`config.mk`:
```
export PLATFORM = sky130hd
export DESIGN_NAME = tla_ram
export DESIGN_NICKNAME = d
export VERILOG_FILES = /design/src/rtl/core/tla_ram.sv
export SDC_FILE = /design/constraint.sdc
export NUM_CORES = 1
export LEC_CHECK = 0
export BUFFER_PORTS_ARGS = -buffer_cell sky130_fd_sc_hd__buf_4
export CAP_MARGIN = 40
export CORE_MARGIN = 10
export CORE_UTILIZATION = 60
export DETAILED_ROUTE_END_ITERATION = 16
export MAX_ROUTING_LAYER = met4
export PLACE_DENSITY = 0.84
export SKIP_LAST_GASP = 1
export SYNTH_ARGS = -nofsm -noshare
export SYNTH_HDL_FRONTEND = slang
export SYNTH_SLANG_ARGS = --single-unit
```
`constraint.sdc`:
```
create_clock -name clock -period 2.5 [get_ports clock]
set_input_delay 0.125 -clock clock [delete_from_list [all_inputs] [get_ports clock]]
set_output_delay 0.125 -clock clock [all_outputs]
set_load 0.03 [all_outputs]
```
`src/rtl/core/tla_ram.sv`:
```
// Generic single-clock RAM: one write port, one read port, registered read.
// No dependencies.
module tla_ram #(
   parameter int WIDTH = 8,
   parameter int DEPTH = 64
) (
   input  logic                     clock,
   input  logic                     we,
   input  logic [$clog2(DEPTH)-1:0] waddr,
   input  logic [WIDTH-1:0]         wdata,
   input  logic [$clog2(DEPTH)-1:0] raddr,
   output logic [WIDTH-1:0]         rdata
);

   logic [WIDTH-1:0] mem [DEPTH];

   always_ff @(posedge clock) begin
      if (we) begin
         mem[waddr] <= wdata;
      end
      rdata <= mem[raddr];
   end

endmodule

```
Yosys cells after proc, flatten, opt, wreduce, memory -nomap -nowiden
Memory sizes are Yosys's and may differ from the RTL's. A register that Yosys moved wholly into a read port is not among the register bits. Index checks and enable logic that the tools add are counted.

Multiplexer cells: 2.

Operators by type and width (number): two-way mux 1 bit (2).

Register bits after elaboration: 0. RAM bits: 512. Input port bits: 22. Memories kept: 1.

Memory list: mem (depth 64, width 8, read ports 1, clocked after memory_dff 1, wr ports 1, RTL line 15) `logic [WIDTH-1:0] mem [DEPTH];`.

Logic depth before layout (Yosys ltp)
Gate-level depths: netlist of the first run.

Depth in word-level cells: 2. Gate-level depth with buffers: 9. Depth with buffers taken out: 5.

Least setup slack after synthesis of the first run
Ideal clock, no wire load.

Path type: input port to flip-flop. Start point: input raddr[1]. End point: register rdata[3], read port of mem. Arrival time: 1665 ps. Required time: 2372 ps. Path slack: 707 ps. Stages on the path: 7. Path buffers: 3. Cell sequence: buf_4 -> buf_2 -> buf_2 -> mux4_2 -> mux4_2 -> o21ai_1 -> o41ai_1.

RTL lines: start: declaration (RTL line 11) `input logic [$clog2(DEPTH)-1:0] raddr,`; end: declaration (RTL line 12) `output logic [WIDTH-1:0] rdata`.

==> flow_summary.yaml, run 1 <==
outcome:
  status: "finished, final reports clean"
floorplan:
  fp.dieW_um: 203
  core_sq_mm: 0.0334
  start_util: 0.604
  pin_count: 30
  dieArea_sq_mm: 0.0413
  die_h_um: 203
  row_count: 67
place:
  port_buffers: 29
  dp.cells: 1463
  hpwl_um: 27300
  gp_congestion: 0.863
synth:
  synth_ff_type: "edfxtp_1"
  synth_cell_types: 40
  synth_top_family_by_area: "multiplexers"
  syn-instance-count: 940
  syn-num-nets: 962
  synthTopCellsByCount: "512 x edfxtp_1, 126 x mux4_2, 83 x nor2_1"
  synthMuxAreaShare: 0.159
  synth_xor_area_frac: 0
  yosysMostFrequentCell: "edfxtp_1"
  synth-adder-area-share: 0
  synth_compound_area_frac: 0.0207
  ys_ff_latch: 520
  seq_area_frac_synth: 0.770
  synth_edf_count: 512
  yosysTopAreaCell: "edfxtp_1"
  netlist_area_sq_mm: 0.0202
  synth_area_leaders: "edfxtp_1 76%, mux4_2 14%, nor2_1 1.5%"
  yosys.area.top_type_share: 0.762
  syn_area_per_cell_sq_um: 21.5
  synth-simple-area-share: 0.0339
  async_flop_share: 0
  yosys_warnings: 0
setup_path:
  worstPathRequired_ps: 2920
  regToRegSetupSlack_ps: 390
  path_class: "reg -> reg"
  ff2ff_path_depth: 5
  setup.worst_path.start_class: "register"
  arrival_ps: 2530
  worstPathMaxFanout: 1
  critPathCaptureType: "register"
clock_tree:
  clk_latency_ps: 560
  clk_pin_slew_worst_paths_ps: 70
  cts_tree: "done"
  cts-root-buf: "clkbuf_16"
  cts_inserted_buffers: 50
  cts_buffer_depth: 3
  cts_max_level: 2
  cts.sinks: 520
  postCtsSetupRepairBufs: 0
route:
  drcViolationCount: 0
  first_iter_violations: 1325
  wl_um: 45300
  postRouteAntennaNets: 0
  wl_per_cell_um: 29.1
  drt_pass1_iterations: 6
  vias: 10238
  avgViaCountPerCell: 6.58
sta:
  slew_headroom: 0.509
  post-route-period-util: 0.844
  layout_min_cycle_time_ps: 2110
  report.final.slew_viol_count: 0
  fmax_mhz: 474
  hold_viol: 0
  clock_skew_ps: 12.0
  finalSetupTns_ps: 0
  setup_violations: 0
  rsz0062_at_grt: "false"
  worst_pin_slew_ps: 737
final_layout:
  areaGrowthSynthToFinish_pct: 14.6
  n_antenna_cell: 0
  seq_area_sq_mm: 0.0155
  nFillCells: 1930
  finalNonFillerCells: 1556
  drive_above_1_share: 0.306
  num-nets-final: 1090
  multi_input_area_sq_mm: 0.00432
power_and_ir_drop:
  p_per_area_mw_per_mm2: 789
  leakagePower_nw: 7.44
  vdd.ir_drop.worst_mv: 0.543
grt:
  grt_pass1_wl_um: 68100
  grt_antenna_before_repair: 0
  grt-ovfl-total: 0
  grt_usage: 0.228
  grt_pass1_vias: 10501
  grt_max_degree: 65
job:
  maxCapViolations: 0
hold_path:
  worstHoldPathType: "in -> reg"
  hold_depth: 3
[what timing repair did]
item	CTS	global route
resized for setup	0	0
hold endpoints to repair	6	0
hold buffers	1	0
[registers in the layout, summed over array words and instances, names as in the netlist]
signal and cells:
rdata 8, mem 512
[kinds of logic after synthesis]
family / Yosys count
buffers and inverters: 51
DFF: 520
AOI/OAI and AO/OA: 54
muxes: 162
and+or+nand+nor: 153
[per-stage QoR]
| step | cell area (sq um) | utilization | hold slack (ps) | total power [mW] | worst slack (ps) |
|---|---|---|---|---|---|
| final | 23100 | 0.693 | 109 | 18.2 | 390 |
| after global routing | 23100 | 0.693 | 132 | 18.7 | 360 |
| after CTS | 23100 | 0.693 | 81.1 | 18.3 | 386 |
| after detailed placement | 21500 | 0.643 | 506 | 10.8 | 123 |
| after global placement | 21500 | 0.643 | 503 | 10.8 | 157 |
| after floorplan | 20200 | - | 224 | 10.4 | 707 |
[critical path: stages, from the launching register on]
cell      delay [ps]
edfxtp_1         360
mux4_2           480
mux2_2           280
o221a_2          290
nor3_1           420
o32ai_1          150
[metal layers]
metal	part of all wire	up-vias	global-route usage
met5	0	-	-
met1	0.37	5238	0.304
met3	0.10	106	0.0397
li1	-	4177	-
met4	0.035	0	0.0797
met2	0.50	717	0.356
[worst paths after layout]
path         startpoint  endpoint
max          mem[21][6]  rdata[6]
min            raddr[4]  rdata[1]
max reg2reg  mem[21][6]  rdata[6]
min reg2reg  mem[30][6]  rdata[6]
[cell type report]
| cell class | instances | share of cell area |
|---|---|---|
| repair buffers | 127 | 0.0454 |
| flip-flops and latches | 520 | 0.672 |
| multi-input cells | 369 | 0.187 |
| well taps | 448 | 0.0243 |
| clock inverters | 32 | 0.0147 |
| clock buffers | 60 | 0.0567 |
[cell usage in the layout (no fill, tap or decap), types with 13 or more instances in the layout]
master and count:
buf_4 118, clkbuf_16 51, edfxtp_1 512, mux2_2 13, nor2_1 83, mux4_2 126
mux2i_1 23, nor2b_1 14, nand3_1 13, nand2_1 19
[power breakdown]
part | leakage [nW] | switching, mW | internal, mW | total (mW)
Sequential | 4.67 | 0.0344 | 9.65 | 9.68
Clock | 0.808 | 3.11 | 4.46 | 7.57
Combinational | 1.96 | 0.590 | 0.379 | 0.969
Note: power is estimated with default switching activity, not from simulation.
==> run 2: changes to the inputs <==
Clock period 2.5 ns to 2 ns, I/O delays scaled along.
==> run 2 against run 1 <==
- sequential cell count did not move
- count of clock-buffer cells in the layout rose by 5
- clock skew rose by 2.0 ps
- clock power rose by 19%
- global-route usage rose by 0.13 points
- sequential power rose by 25%
- register-to-register slack got worse by 350 ps
- utilization rose by 0.40 points
- setup slack got worse by 350 ps
- combinational power rose by 29%
==> flow_summary.yaml, run 2 (synthesis gave the netlist of run 1 again) <==
outcome:
  status: "finished, final reports clean"
power_and_ir_drop:
  switching_power_mw: 4.56
  seqPwrFrac: 0.542
  p_int_mw: 17.8
  p_per_area_mw_per_mm2: 961
  vdd.ir_drop.worst_mv: 0.854
  power_frac_comb: 0.056
  leakagePower_nw: 7.54
  pwr-share-clk: 0.402
  switching_share: 0.204
setup_path:
  worstReg2RegStart: "mem[16][6]"
  worstPathRequired_ps: 2430
  worstPathMaxFanout: 1
  path_class: "reg -> reg"
  ff2ff_path_depth: 5
  reg2reg_to: "rdata[6]"
  setup.worst_path.start_class: "register"
  regToRegSetupSlack_ps: 40
  critPathCaptureType: "register"
  arrival_ps: 2390
route:
  vias: 10286
  avgViaCountPerCell: 6.51
  wl_per_cell_um: 28.7
  first_iter_violations: 1499
  drcViolationCount: 0
  postRouteAntennaNets: 0
  wl_um: 45300
  drt_pass1_iterations: 7
final_layout:
  multi_input_area_sq_mm: 0.00434
  finalNonFillerCells: 1579
  drive_above_1_share: 0.321
  largestRegisters: "mem: 512 flops, rdata: 8 flops"
  nFillCells: 1920
  final_common_cell: "edfxtp_1"
  final_util: 0.697
  largest_reg_flops: 512
  num-nets-final: 1115
  areaGrowthSynthToFinish_pct: 15.3
  seq_area_sq_mm: 0.0155
  final_cell_mix: "512 x edfxtp_1, 142 x buf_4, 126 x mux4_2"
  regMostFlops: "mem"
sta:
  report.final.slew_viol_count: 0
  slew_headroom: 0.516
  worst_pin_slew_ps: 725
  post-route-period-util: 0.978
  clock_skew_ps: 14.0
  finalSetupTns_ps: 0
  rsz0062_at_grt: "false"
  setup_violations: 0
  hold_viol: 0
  fmax_mhz: 511
  layout_min_cycle_time_ps: 1960
  hold_ws_ps: 85.9
hold_path:
  holdPathEnd: "rdata[0]"
  worstHoldPathType: "in -> reg"
  hp-start: "raddr[4]"
  hold_depth: 3
clock_tree:
  cts.sinks: 520
  cts_inserted_buffers: 49
  cts_buffer_depth: 3
  cts_tree: "done"
  clk_latency_ps: 560
  postCtsSetupRepairBufs: 0
  cts_max_level: 2
  clk_pin_slew_worst_paths_ps: 70
  cts-root-buf: "clkbuf_16"
place:
  dp.cells: 1487
  port_buffers: 29
  hpwl_um: 26900
  gp_congestion: 0.867
grt:
  grt-ovfl-total: 0
  grt_antenna_before_repair: 1
  grt_max_degree: 65
  grt_pass1_vias: 10635
  grt_usage: 0.230
  grt_pass1_wl_um: 68600
floorplan:
  core_sq_mm: 0.0334
  die_h_um: 203
  start_util: 0.604
  fp.dieW_um: 203
  row_count: 67
  pin_count: 30
  dieArea_sq_mm: 0.0413
job:
  maxCapViolations: 0
## run 2: changes by cell type in the layout (fill, tap and decap cells not counted), sizes merged
cell and change:
inv -1, clkinv -5, dlygate4sd3 +2, diode +1, buf +24, bufinv -3, clkbuf +5
## run 2: final cells by class
| class | count | area share |
|---|---|---|
| Sequential cell | 520 | 0.668 |
| Multi-Input combinational cell | 369 | 0.187 |
| Clock buffer | 65 | 0.0576 |
| Timing Repair Buffer | 153 | 0.0538 |
| Tap cell | 448 | 0.0241 |
| Clock inverter | 23 | 0.00937 |
| Antenna cell | 1 | 0.000108 |
## run 2: stage by stage
step	power (mW)	instance area (sq um)	setup WS, ps
global placement	13.5	21600	-227
CTS	22.5	23200	7.03
global route	22.9	23200	10.9
floorplan	13.0	20200	232
finish	22.3	23200	44.6
detailed placement	13.6	21600	-262
## run 2: critical path, stage by stage (launching register included)
cell,delay [ps]
edfxtp_1,390
mux4_2,470
mux2_2,280
o221a_2,300
nor3_1,260
o32ai_1,140
## run 2: worst max-delay path by stage
stage                from  endpoint  slack, ps  cells past startpoint
6_report       mem[16][6]  rdata[6]         40                      5
5_1_grt        mem[17][6]  rdata[6]         10                      5
4_1_cts        mem[55][7]  rdata[7]          7                      4
3_5_place_dp     raddr[1]  rdata[3]       -260                      7
3_3_place_gp     raddr[1]  rdata[3]       -230                      7
2_1_floorplan    raddr[1]  rdata[3]        230                      7
## run 2: repair_timing
item                       4_1_cts  5_1_grt
setup endpoints to repair        2        3
pin swaps                        0        0
resized for setup                3        3
hold buffers                     3        0
hold endpoints to repair         9        0
## run 2: power by group through the flow
stage / Combinational (mW) / Sequential, mW / Clock (mW)
final: 1.25 / 12.1 / 8.98
after global routing: 1.33 / 12.1 / 9.48
after global placement: 1.18 / 12.3 / 0
after floorplan: 0.643 / 12.4 / 0
after CTS: 1.25 / 12.1 / 9.10
after detailed placement: 1.22 / 12.3 / 0
## run 2: per-layer routing
metal	global-route usage	up-vias	wire length, um
met4	0.0903	0	1700
li1	-	4225	-
met2	0.355	677	22300
met3	0.0433	110	4890
met5	-	-	0
met1	0.301	5274	16400
